$ cat config.mk
export PLATFORM = sky130hd
export DESIGN_NAME = accel_motion_detector_unit_flat
export DESIGN_NICKNAME = d
export VERILOG_FILES = /design/src/amd_pkg.sv /design/src/amd_in_if.sv /design/src/amd_out_if.sv /design/src/accel_motion_detector_unit.sv /design/src/amd_ctrl.sv /design/src/amd_datapath.sv /design/src/flat_wrapper.sv
export VERILOG_INCLUDE_DIRS = /design/src /design/src/src
export SDC_FILE = /design/constraint.sdc
export NUM_CORES = 2
export LEC_CHECK = 0
export BUFFER_PORTS_ARGS = -buffer_cell sky130_fd_sc_hd__buf_2
export CAP_MARGIN = 20
export CORE_UTILIZATION = 40
export DETAILED_ROUTE_END_ITERATION = 16
export PLACE_DENSITY = 0.54
export SLEW_MARGIN = 10
export SYNTH_ARGS = -nofsm -noshare
export SYNTH_HDL_FRONTEND = slang
export SYNTH_HIERARCHICAL = 1
export SYNTH_SLANG_ARGS = --single-unit
$ cat constraint.sdc
create_clock -name i_clk -period 15.8 [get_ports i_clk]
set_clock_uncertainty 0.1 [all_clocks]
set_input_delay 1.58 -clock i_clk [delete_from_list [all_inputs] [get_ports i_clk]]
set_output_delay 1.58 -clock i_clk [all_outputs]
set_load 0.02 [all_outputs]
$ cat src/accel_motion_detector_unit_defines.svh
// Assertion macros used by the motion detector top level.
`ifndef ACCEL_MOTION_DETECTOR_UNIT_DEFINES_SVH
`define ACCEL_MOTION_DETECTOR_UNIT_DEFINES_SVH

// Same-cycle implication, idle while reset is asserted.
`define AMD_ASSERT_SAME(label, clk, rst_n, ante, cons, msg) \
    label: assert property (@(posedge clk) disable iff (!rst_n) (ante) |-> (cons)) \
        else $error(msg);

// Next-cycle implication, idle while reset is asserted.
`define AMD_ASSERT_NEXT(label, clk, rst_n, ante, cons, msg) \
    label: assert property (@(posedge clk) disable iff (!rst_n) (ante) |=> (cons)) \
        else $error(msg);

`endif

$ cat src/amd_pkg.sv
// Types and constants of the accelerometer motion detector.
`default_nettype none

package amd_pkg;

    localparam int SAMPLE_W       = 16;
    localparam int THRESH_W       = 16;
    localparam int FRAC_W         = 8;
    localparam int AVG_W          = 25;
    localparam int MAG_W          = 25;
    localparam int SUM_W          = 2 * MAG_W;
    localparam int DEV_SHIFT      = 16;
    localparam int DEV_W          = 34;
    localparam int NUM_AXES       = 3;
    localparam int AXIS_W         = 2;
    localparam int AVG_OLD_WEIGHT = 179;
    localparam int AVG_NEW_WEIGHT = 77;

    localparam logic [AXIS_W-1:0] AXIS_FIRST = '0;
    localparam logic [AXIS_W-1:0] AXIS_LAST  = AXIS_W'(NUM_AXES - 1);

    typedef enum logic [1:0] {
        ST_IDLE,
        ST_UPDATE,
        ST_SQUARE,
        ST_FINISH
    } t_state;

    typedef struct packed {
        logic              accept;
        logic              update;
        logic              square;
        logic [AXIS_W-1:0] axis;
        logic              finish;
    } t_cmd;

    typedef struct packed {
        logic out_full;
    } t_status;

endpackage

`default_nettype wire

$ cat src/amd_in_if.sv
// Input channel: one three-axis sample beat with per-axis valid flags.
`default_nettype none

interface amd_in_if;
    import amd_pkg::*;

    logic                       valid;
    logic                       ready;
    logic signed [SAMPLE_W-1:0] x_sample;
    logic signed [SAMPLE_W-1:0] y_sample;
    logic signed [SAMPLE_W-1:0] z_sample;
    logic                       x_valid;
    logic                       y_valid;
    logic                       z_valid;

    modport source (
        output valid, x_sample, y_sample, z_sample, x_valid, y_valid, z_valid,
        input  ready
    );

    modport sink (
        input  valid, x_sample, y_sample, z_sample, x_valid, y_valid, z_valid,
        output ready
    );
endinterface

`default_nettype wire

$ cat src/amd_out_if.sv
// Output channel: walking flag and squared deviation per sample.
`default_nettype none

interface amd_out_if;
    import amd_pkg::*;

    logic             valid;
    logic             ready;
    logic             walking;
    logic [DEV_W-1:0] deviation_squared;

    modport source (
        output valid, walking, deviation_squared,
        input  ready
    );

    modport sink (
        input  valid, walking, deviation_squared,
        output ready
    );
endinterface

`default_nettype wire

$ cat src/accel_motion_detector_unit.sv
// Top level of the accelerometer motion detector.
//
//  channel   | dir | handshake     | beat contents
//  ----------+-----+---------------+---------------------------------------------
//  i_in      | in  | valid/ready   | x/y/z sample (s16) and x/y/z valid flags
//  o_out     | out | valid/ready   | walking flag, deviation_squared (u34)
//  i_cfg_*   | in  | write enable  | motion_threshold (u16)
//
// After acceptance a sample goes through an average update, then three passes
// through the shared 25x25 squarer, then the final sum and compare.
// The input is ready again once the result sits in the output register, so a new
// sample is taken while the previous result waits; a full output register stalls
// the final step. Synchronous active-low reset clears averages, held samples,
// threshold and the seeded flag; the first sample after reset seeds the averages.
`default_nettype none

module accel_motion_detector_unit (
    input  wire logic                          i_clk,
    input  wire logic                          i_rst_n,
    amd_in_if.sink                             i_in,
    amd_out_if.source                          o_out,
    input  wire logic                          i_cfg_wr_en,
    input  wire logic [amd_pkg::THRESH_W-1:0]  i_cfg_wr_data
);
    import amd_pkg::*;

`include "accel_motion_detector_unit_defines.svh"

    t_cmd    w_cmd;
    t_status w_status;
    logic    w_in_ready;
    logic    w_out_valid;
    logic    w_in_beat;

    assign i_in.ready  = w_in_ready;
    assign o_out.valid = w_out_valid;
    assign w_in_beat   = i_in.valid && w_in_ready;

    amd_ctrl u_ctrl (
        .i_clk      (i_clk),
        .i_rst_n    (i_rst_n),
        .i_in_valid (i_in.valid),
        .o_in_ready (w_in_ready),
        .i_status   (w_status),
        .o_cmd      (w_cmd)
    );

    amd_datapath u_datapath (
        .i_clk               (i_clk),
        .i_rst_n             (i_rst_n),
        .i_cmd               (w_cmd),
        .o_status            (w_status),
        .i_x_sample          (i_in.x_sample),
        .i_y_sample          (i_in.y_sample),
        .i_z_sample          (i_in.z_sample),
        .i_x_valid           (i_in.x_valid),
        .i_y_valid           (i_in.y_valid),
        .i_z_valid           (i_in.z_valid),
        .i_cfg_wr_data       (i_cfg_wr_data),
        .i_cfg_wr_en         (i_cfg_wr_en),
        .o_out_valid         (w_out_valid),
        .i_out_ready         (o_out.ready),
        .o_walking           (o_out.walking),
        .o_deviation_squared (o_out.deviation_squared)
    );

    // an accepted beat always starts the average update next cycle
    `AMD_ASSERT_NEXT(a_beat_starts_update, i_clk, i_rst_n, w_in_beat, w_cmd.update, "accepted beat did not start an update")

    // no second beat while the current sample is still being worked
    `AMD_ASSERT_NEXT(a_no_ready_after_beat, i_clk, i_rst_n, w_in_beat, !w_in_ready, "input ready straight after a beat")

    // never overwrite a result that has not been taken
    `AMD_ASSERT_SAME(a_no_result_overwrite, i_clk, i_rst_n, w_cmd.finish, (!w_out_valid || o_out.ready), "result loaded over a pending beat")

endmodule

`default_nettype wire

$ cat src/amd_ctrl.sv
// Controller: sequences average update, per-axis squaring and result load.
`default_nettype none

module amd_ctrl (
    input  wire logic           i_clk,
    input  wire logic           i_rst_n,
    input  wire logic           i_in_valid,
    output logic                o_in_ready,
    input  wire amd_pkg::t_status i_status,
    output amd_pkg::t_cmd       o_cmd
);
    import amd_pkg::*;

    t_state            r_state, n_state;
    logic [AXIS_W-1:0] r_axis, n_axis;

    always_ff @(posedge i_clk) begin
        if (!i_rst_n) begin
            r_state <= ST_IDLE;
            r_axis  <= AXIS_FIRST;
        end else begin
            r_state <= n_state;
            r_axis  <= n_axis;
        end
    end

    always_comb begin
        n_state = r_state;
        n_axis  = r_axis;
        case (r_state)
            ST_IDLE: begin
                if (i_in_valid) begin
                    n_state = ST_UPDATE;
                end
            end
            ST_UPDATE: begin
                n_state = ST_SQUARE;
                n_axis  = AXIS_FIRST;
            end
            ST_SQUARE: begin
                if (r_axis == AXIS_LAST) begin
                    n_state = ST_FINISH;
                end else begin
                    n_axis = r_axis + AXIS_W'(1);
                end
            end
            ST_FINISH: begin
                // hold until the output register is free
                if (!i_status.out_full) begin
                    n_state = ST_IDLE;
                end
            end
            default: begin
                n_state = ST_IDLE;
            end
        endcase
    end

    always_comb begin
        o_in_ready   = 1'b0;
        o_cmd        = '0;
        o_cmd.axis   = r_axis;
        case (r_state)
            ST_IDLE: begin
                o_in_ready   = 1'b1;
                o_cmd.accept = i_in_valid;
            end
            ST_UPDATE: begin
                o_cmd.update = 1'b1;
            end
            ST_SQUARE: begin
                o_cmd.square = 1'b1;
            end
            ST_FINISH: begin
                o_cmd.finish = !i_status.out_full;
            end
            default: begin
                o_cmd.update = 1'b0;
            end
        endcase
    end

endmodule

`default_nettype wire

$ cat src/amd_datapath.sv
// Datapath: held samples, running averages, shared squarer and output register.
`default_nettype none

module amd_datapath (
    input  wire logic                           i_clk,
    input  wire logic                           i_rst_n,
    input  wire amd_pkg::t_cmd                  i_cmd,
    output amd_pkg::t_status                    o_status,
    input  wire logic signed [amd_pkg::SAMPLE_W-1:0] i_x_sample,
    input  wire logic signed [amd_pkg::SAMPLE_W-1:0] i_y_sample,
    input  wire logic signed [amd_pkg::SAMPLE_W-1:0] i_z_sample,
    input  wire logic                           i_x_valid,
    input  wire logic                           i_y_valid,
    input  wire logic                           i_z_valid,
    input  wire logic [amd_pkg::THRESH_W-1:0]   i_cfg_wr_data,
    input  wire logic                           i_cfg_wr_en,
    output logic                                o_out_valid,
    input  wire logic                           i_out_ready,
    output logic                                o_walking,
    output logic [amd_pkg::DEV_W-1:0]           o_deviation_squared
);
    import amd_pkg::*;

    localparam int ACC_W  = AVG_W + 9;
    localparam int DIFF_W = AVG_W + 1;
    localparam int THSQ_W = 2 * THRESH_W;

    logic signed [SAMPLE_W-1:0] r_held [NUM_AXES];
    logic signed [AVG_W-1:0]    r_avg  [NUM_AXES];
    logic                       r_seeded;
    logic [THRESH_W-1:0]        r_thresh;
    logic [THSQ_W-1:0]          r_th_sq;
    logic [SUM_W-1:0]           r_prod;
    logic [SUM_W-1:0]           r_sum;
    logic                       r_out_valid;
    logic                       r_walking;
    logic [DEV_W-1:0]           r_dev;

    logic signed [SAMPLE_W-1:0] w_in_sample [NUM_AXES];
    logic                       w_in_valid  [NUM_AXES];
    logic signed [AVG_W-1:0]    w_avg_next  [NUM_AXES];
    logic signed [ACC_W-1:0]    w_acc       [NUM_AXES];
    logic signed [DIFF_W-1:0]   w_diff;
    logic [MAG_W-1:0]           w_mag;
    logic [SUM_W-1:0]           n_sum;

    assign w_in_sample[0] = i_x_sample;
    assign w_in_sample[1] = i_y_sample;
    assign w_in_sample[2] = i_z_sample;
    assign w_in_valid[0]  = i_x_valid;
    assign w_in_valid[1]  = i_y_valid;
    assign w_in_valid[2]  = i_z_valid;

    // avg' = floor((179*avg + 77*256*held) / 256); seeding loads held*256
    always_comb begin
        for (int k = 0; k < NUM_AXES; k++) begin
            w_acc[k] = ACC_W'(r_avg[k]) * ACC_W'(AVG_OLD_WEIGHT)
                     + ACC_W'(r_held[k]) * ACC_W'(AVG_NEW_WEIGHT * (2 ** FRAC_W));
            if (r_seeded) begin
                w_avg_next[k] = w_acc[k][FRAC_W +: AVG_W];
            end else begin
                w_avg_next[k] = AVG_W'(r_held[k]) <<< FRAC_W;
            end
        end
    end

    always_comb begin
        w_diff = DIFF_W'(r_avg[i_cmd.axis]) - (DIFF_W'(r_held[i_cmd.axis]) <<< FRAC_W);
        if (w_diff[DIFF_W-1]) begin
            w_mag = MAG_W'(-w_diff);
        end else begin
            w_mag = MAG_W'(w_diff);
        end
    end

    assign n_sum = r_sum + r_prod;

    always_ff @(posedge i_clk) begin
        if (!i_rst_n) begin
            r_seeded    <= 1'b0;
            r_thresh    <= '0;
            r_out_valid <= 1'b0;
            for (int k = 0; k < NUM_AXES; k++) begin
                r_held[k] <= '0;
                r_avg[k]  <= '0;
            end
        end else begin
            if (i_cfg_wr_en) begin
                r_thresh <= i_cfg_wr_data;
            end
            if (i_cmd.accept) begin
                for (int k = 0; k < NUM_AXES; k++) begin
                    if (w_in_valid[k]) begin
                        r_held[k] <= w_in_sample[k];
                    end
                end
            end
            if (i_cmd.update) begin
                r_seeded <= 1'b1;
                for (int k = 0; k < NUM_AXES; k++) begin
                    r_avg[k] <= w_avg_next[k];
                end
            end
            if (i_cmd.finish) begin
                r_out_valid <= 1'b1;
            end else if (i_out_ready) begin
                r_out_valid <= 1'b0;
            end
        end
    end

    always_ff @(posedge i_clk) begin
        r_th_sq <= THSQ_W'(r_thresh) * THSQ_W'(r_thresh);
        if (i_cmd.update) begin
            r_prod <= '0;
            r_sum  <= '0;
        end else if (i_cmd.square) begin
            r_prod <= SUM_W'(w_mag) * SUM_W'(w_mag);
            r_sum  <= n_sum;
        end
        if (i_cmd.finish) begin
            r_walking <= (n_sum > SUM_W'({r_th_sq, DEV_SHIFT'(0)}));
            r_dev     <= n_sum[DEV_SHIFT +: DEV_W];
        end
    end

    assign o_status.out_full   = r_out_valid && !i_out_ready;
    assign o_out_valid         = r_out_valid;
    assign o_walking           = r_walking;
    assign o_deviation_squared = r_dev;

endmodule

`default_nettype wire
$ cat src/flat_wrapper.sv
// flat-port wrapper written by rule: the top's interface ports become plain ports
module accel_motion_detector_unit_flat import amd_pkg::*;
  (i_clk, i_rst_n, i_cfg_wr_en, i_cfg_wr_data, i_in_valid, i_in_x_sample, i_in_y_sample, i_in_z_sample, i_in_x_valid, i_in_y_valid, i_in_z_valid, i_in_ready, o_out_valid, o_out_walking, o_out_deviation_squared, o_out_ready);
  amd_in_if i_in_i ();
  amd_out_if o_out_i ();
  input  wire logic i_clk;
  input  wire logic i_rst_n;
  input  wire logic i_cfg_wr_en;
  input  wire logic [amd_pkg::THRESH_W-1:0] i_cfg_wr_data;
  input wire logic [$bits(i_in_i.valid)-1:0] i_in_valid;
  input wire logic [$bits(i_in_i.x_sample)-1:0] i_in_x_sample;
  input wire logic [$bits(i_in_i.y_sample)-1:0] i_in_y_sample;
  input wire logic [$bits(i_in_i.z_sample)-1:0] i_in_z_sample;
  input wire logic [$bits(i_in_i.x_valid)-1:0] i_in_x_valid;
  input wire logic [$bits(i_in_i.y_valid)-1:0] i_in_y_valid;
  input wire logic [$bits(i_in_i.z_valid)-1:0] i_in_z_valid;
  output wire logic [$bits(i_in_i.ready)-1:0] i_in_ready;
  output wire logic [$bits(o_out_i.valid)-1:0] o_out_valid;
  output wire logic [$bits(o_out_i.walking)-1:0] o_out_walking;
  output wire logic [$bits(o_out_i.deviation_squared)-1:0] o_out_deviation_squared;
  input wire logic [$bits(o_out_i.ready)-1:0] o_out_ready;
  assign i_in_i.valid = i_in_valid;
  assign i_in_i.x_sample = i_in_x_sample;
  assign i_in_i.y_sample = i_in_y_sample;
  assign i_in_i.z_sample = i_in_z_sample;
  assign i_in_i.x_valid = i_in_x_valid;
  assign i_in_i.y_valid = i_in_y_valid;
  assign i_in_i.z_valid = i_in_z_valid;
  assign i_in_ready = i_in_i.ready;
  assign o_out_valid = o_out_i.valid;
  assign o_out_walking = o_out_i.walking;
  assign o_out_deviation_squared = o_out_i.deviation_squared;
  assign o_out_i.ready = o_out_ready;
  accel_motion_detector_unit u_core (.i_clk(i_clk), .i_rst_n(i_rst_n), .i_in(i_in_i), .o_out(o_out_i), .i_cfg_wr_en(i_cfg_wr_en), .i_cfg_wr_data(i_cfg_wr_data));
endmodule
-- Word-level counts from Yosys, hierarchy flattened
Memories as Yosys holds them, arrays and structs flattened. A register that Yosys moved wholly into a read port is not among the register bits.
Index checks and enable logic that the tools add are counted.
- register bits after elaboration: 189
- bits in latches: 0
- bits in writable memories: 123
- ROM bits: 0
- input port bits: 72
- output and inout bits: 37
- logic and storage cells: 93
- memories kept: 2
- $add $sub $neg: 7
- multiply operators: 8
- divide/modulo/power cells: 0
- magnitude comparators: 1
- equal/unequal tests: 8
- shift operators: 0
- multiplexer cells: 43
- bitwise logic cells: 6
- reductions and logical operators: 8
- memory list (memory ; words ; bits a word ; read ports ; clocked after Yosys merged registers in ; wr ports ; RTL line ; RTL):
    u_core.u_datapath.r_avg ; 3 ; 25 ; 4 ; 1 ; 3 ; amd_datapath.sv:29 ; logic signed [AVG_W-1:0] r_avg [NUM_AXES];
    u_core.u_datapath.r_held ; 3 ; 16 ; 4 ; 1 ; 3 ; amd_datapath.sv:28 ; logic signed [SAMPLE_W-1:0] r_held [NUM_AXES];
- operators with widths (operator ; number):
    25-bit 2-to-1 mux ; 7
    33-bit by 32-bit adder with 33-bit output ; 3
    25-bit by 9-bit multiplier with 33-bit output, second input constant ; 3
    16-bit by 8-bit multiplier with 24-bit output, second input constant ; 3
    50-bit adder ; 1
    50-bit by 48-bit greater-than comparator with 1-bit output ; 1
    25-bit by 25-bit multiplier with 50-bit output ; 1
    16-bit 2-to-1 mux ; 3
    16-bit by 16-bit multiplier with 32-bit output ; 1
    25-bit by 24-bit subtractor with 26-bit output ; 1
    25-bit negator ; 1
    1-bit 2-to-1 mux ; 23
    2-bit 2-to-1 mux ; 8
    2-bit inequality test, second input constant ; 4
    2-bit case mux with 4 select lines ; 1
    2-bit == test, second input constant ; 3
    1-bit OR ; 6
    2-bit case mux with 2 select lines ; 1
    2-bit nonzero test ; 2
    3-bit AND reduction ; 1
    2-bit by 1-bit adder with 2-bit output, second input constant ; 1
    2-bit by 1-bit == test with 1-bit output, second input constant ; 1
    1-bit logical NOT ; 2
    2-bit logical NOT ; 1
    other kinds (2) ; 2

-- Logic depth before layout (Yosys ltp)
- depth after elaboration: 6
- gate-level depth with buffers: 49
- depth with buffers taken out: 45

-- By module
The synthesis kept the hierarchy.
- by module, submodules not included (module ; instances ; cells an instance ; area each (µm²) ; seq. area each (µm²)):
    amd_datapath ; 1 ; 6195 ; 58860.2 ; 7707.4
    amd_ctrl ; 1 ; 31 ; 271.5 ; 80.1

-- Worst setup path before layout
Ideal clock, no wire load.
- kind: register to register
- start point: register, netlist name u_core/u_ctrl/r_axis[1]
- end point: register u_core.u_datapath.r_prod[48]
- setup time: 117 ps
- data arrival time: 10735 ps
- data required time: 15583 ps
- setup slack: 4848 ps
- cell stages (with the launch flop): 49
- buffers on the path: 5
- period minus slack after synthesis: 10952 ps
- path through: dfxtp_1 -> buf_2 -> buf_2 -> buf_1 -> clkbuf_1 -> nand2_1 -> o21ai_0 -> ha_1 -> inv_1 -> fa_1 -> xor2_1 -> or2_2 -> nor4b_4 -> nand2b_1 -> nor4_4 -> nand2_2 -> nor2_1 -> nor2_1 -> [13 not listed] -> fa_1 -> fa_1 -> inv_1 -> fa_1 -> inv_1 -> ha_1 -> a21o_1 -> a21o_1 -> a21o_1 -> nor2_1 -> nand2_1 -> o311ai_2 -> o21ai_1 -> a31oi_1 -> o21ai_1 -> a221oi_1 -> xnor2_1 -> a22o_1
- RTL lines (what ; RTL line ; RTL):
    end signal: assignment ; amd_datapath.sv:118 ; r_prod <= SUM_W'(w_mag) * SUM_W'(w_mag);
    end: declaration ; amd_datapath.sv:33 ; logic [SUM_W-1:0] r_prod;

==> flow_metrics.env <==
export IMPL_yosys_area_share_adder=0.512
export IMPL_nFillCells=14300
export IMPL_fin_nets=8196
export IMPL_dieHeight_um=386
export IMPL_multi_input_comb_area_um2=45400
export IMPL_antenna_found_initial=4
export IMPL_hold_path_class="reg2reg"
export IMPL_cts_sinks=310
export IMPL_setup_violations_final=0
export IMPL_via_count=41600
export IMPL_status="finished, final reports clean"
export IMPL_routed_wl_met3_um=7010
export IMPL_initial_utilization=0.404
export IMPL_path_common_cell="fa_1"
export IMPL_crit_fanout=44
export IMPL_syn_nets=8129
export IMPL_setup_tns_ns=0
export IMPL_cts_resized=0
export IMPL_cp_arrival_ns=12.67
export IMPL_yosys_area_share_simple=0.102
export IMPL_grt_pass1_vias=44900
export IMPL_firstDrtPassIters=7
export IMPL_rows=140
export IMPL_finalHoldViolations=0
export IMPL_synth_compound_area_share=0.0834
export IMPL_period_share=0.778
export IMPL_die_w_um=386
export IMPL_grt_pass1_wl_um=254000
export IMPL_top_layer="met5"
export IMPL_worst_slack_ns=3.51
export IMPL_yosys_warnings=6
export IMPL_clock_root_buffer="clkbuf_16"
export IMPL_io_pins=109
export IMPL_dieArea_um2=149000
export IMPL_yosys_most_used_dff="edfxtp_1"
export IMPL_synth_top_family_by_area="adder cells"
export IMPL_core_area_um2=146000
export IMPL_period_needed_ns=12.29
export IMPL_regArea_um2=7790
export IMPL_worstMarginPinSlew_ns=1.05
export IMPL_wl_per_cell_um=19.0
export IMPL_avgSynthCellArea_um2=9.50
export IMPL_hpwl_um=130000
export IMPL_postCtsSetupBuffers=0
export IMPL_met1_length_um=72100
export IMPL_grt_max_degree=90
export IMPL_drv_slew=0
export IMPL_worst_setup_path_start_kind="register"
export IMPL_relSlewSlack=0.299
export IMPL_dp_cells=8166
export IMPL_crit_type="reg2reg"
export IMPL_drv_cap=0
export IMPL_drt_iter0_drc=2318
export IMPL_synthToLayoutAreaGrowth_pct=7.47
export IMPL_cts_tree="yes"
export IMPL_yosys_area_share_xor_xnor=0.0395
export IMPL_end_kind="register"
export IMPL_gp_congestion=0.910
export IMPL_crit_slowest_cell="xnor2_1"
export IMPL_fmax_ghz=0.0814
export IMPL_io_buffers=108
export IMPL_routed_wirelength_um=156000
export IMPL_cts_max_path_buffers=3
export IMPL_wl_met2_um=74100
export IMPL_tritoncts_num_buffers=42
export IMPL_vias_per_cell=5.05
export IMPL_ant_nets=0
export IMPL_drc_errors=0
export IMPL_synth_edf_count=158
export IMPL_grt_overflow=0
export IMPL_grtUsageTotal=0.216
export IMPL_cts_htree_levels=2
export IMPL_path_clk_slew_ns=0.06
export IMPL_dp_slack_ns=3.72
export IMPL_rsz0062_at_grt="false"
export IMPL_yosysUniqueCellTypes=92
export IMPL_synth_seq_cells=310
export IMPL_finalNonFillerCells=8244
export IMPL_yosysSeqAreaShare=0.132
export IMPL_critPathRequiredTime_ns=16.18
export IMPL_layout_drive_gt1_share=0.0471
export IMPL_synthCells=6226
export IMPL_ctsHoldBuffers=0
export IMPL_crit_path_max_incr_delay_ns=0.80
export IMPL_synth_mux_area_frac=0.0279
export IMPL_synthesis_area_um2=59100
export IMPL_postSynth_asyncResetShare=0
export IMPL_worstSkewPairLatency_ns=0.60
==> state kept, by name, summed over array words and instances, names as in the netlist <==
register                               count
u_core/u_datapath/r_avg                   75
u_core/u_datapath/o_walking                1
u_core/u_datapath/o_out_valid              1
u_core/u_datapath/r_seeded                 1
u_core/u_ctrl/r_axis                       2
u_core/u_datapath/o_deviation_squared     34
u_core/u_datapath/r_prod                  49
u_core/u_ctrl/r_state                      2
u_core/u_datapath/r_th_sq                 31
u_core/u_datapath/r_sum                   50
u_core/u_datapath/r_held                  48
u_core/u_datapath/r_thresh                16
==> routing by layer <==
| layer | vias up | global-route usage |
|---|---|---|
| met4 | 4 | 0.0449 |
| li1 | 19900 | - |
| met2 | 777 | 0.365 |
| met5 | - | 0 |
| met1 | 20800 | 0.298 |
| met3 | 161 | 0.0251 |
==> cell type report <==
cell class	count	share of cell area
Tap cell	1917	0.0377
Inverter	1473	0.0870
Multi-Input combinational cell	4303	0.714
Antenna cell	1	0.0000394
Timing Repair Buffer	163	0.0151
Clock inverter	20	0.00445
Clock buffer	57	0.0189
Sequential cell	310	0.123
==> cell usage after synthesis, drive strengths merged, types with 37 or more instances <==
cell type     n  area share
o21a         45      0.0057
dfxtp       152       0.051
o21bai       37      0.0047
clkbuf      110      0.0070
xnor2       181       0.027
ha          846        0.18
a21oi       231       0.020
nor2b        59      0.0062
nor3         41      0.0035
xor2         85       0.013
inv        1471       0.093
a21o        133       0.017
nand2       324       0.021
fa          985        0.33
edfxtp      158       0.080
nand2b       47      0.0050
mux2i       155       0.026
and2        115       0.012
o21ai       128       0.011
nand3        61      0.0052
nor2        492       0.031
==> metrics by stage <==
stage	instance area, µm²	utilization	hold WS (ns)
floorplan	59100	-	0.304
CTS	63500	0.434	0.322
global placement	62000	0.424	0.290
finish	63500	0.434	0.311
global route	63500	0.434	0.334
detailed placement	62100	0.424	0.295
==> cell families after synthesis <==
family,Yosys count
fa+ha+maj,1831
buf+inv,1613
simple gates,1290
compound gates,754
flops,310
xor+xnor,266
mux,162
==> worst max-delay path: cells and delay by family (launching register included) <==
family / cells / cell delay [ns]
fa+ha+maj: 9 / 4.40
compound gates: 17 / 3.66
buf+inv: 8 / 1.39
simple gates: 6 / 1.10
xor+xnor: 2 / 0.95
flops: 1 / 0.31
mux: 1 / 0.16
==> final timing paths <==
path	startpoint	slack, ns	end	cells after the start
worst max-delay path	u_core/u_ctrl/r_axis[0]$_SDFFE_PN0P_	3.51	u_core/u_datapath/r_prod[49]$_SDFFE_PP0P_	43
worst min-delay path	u_core/u_datapath/r_thresh[0]$_SDFFE_PN0P_	0.31	u_core/u_datapath/r_th_sq[0]$_DFF_P_	0
worst max register to register	u_core/u_ctrl/r_axis[0]$_SDFFE_PN0P_	3.51	u_core/u_datapath/r_prod[49]$_SDFFE_PP0P_	43
worst min register to register	u_core/u_datapath/r_thresh[0]$_SDFFE_PN0P_	0.31	u_core/u_datapath/r_th_sq[0]$_DFF_P_	0
==> layout by cell type (no fill, tap or decap), drive strengths merged, types with 36 or more instances in the layout <==
master	n
inv	1472
fa	985
ha	846
nor2	492
nand2	324
a21oi	231
xnor2	181
buf	163
edfxtp	158
mux2i	155
dfxtp	152
a21o	133
o21ai	128
and2	115
xor2	85
nand3	61
nor2b	59
clkbuf	57
nand2b	47
o21a	45
nor3	41
o21bai	37
nand4	36
Power is not shown: default switching activity piles up to over one toggle a cycle in this logic, so the estimate is an artifact.
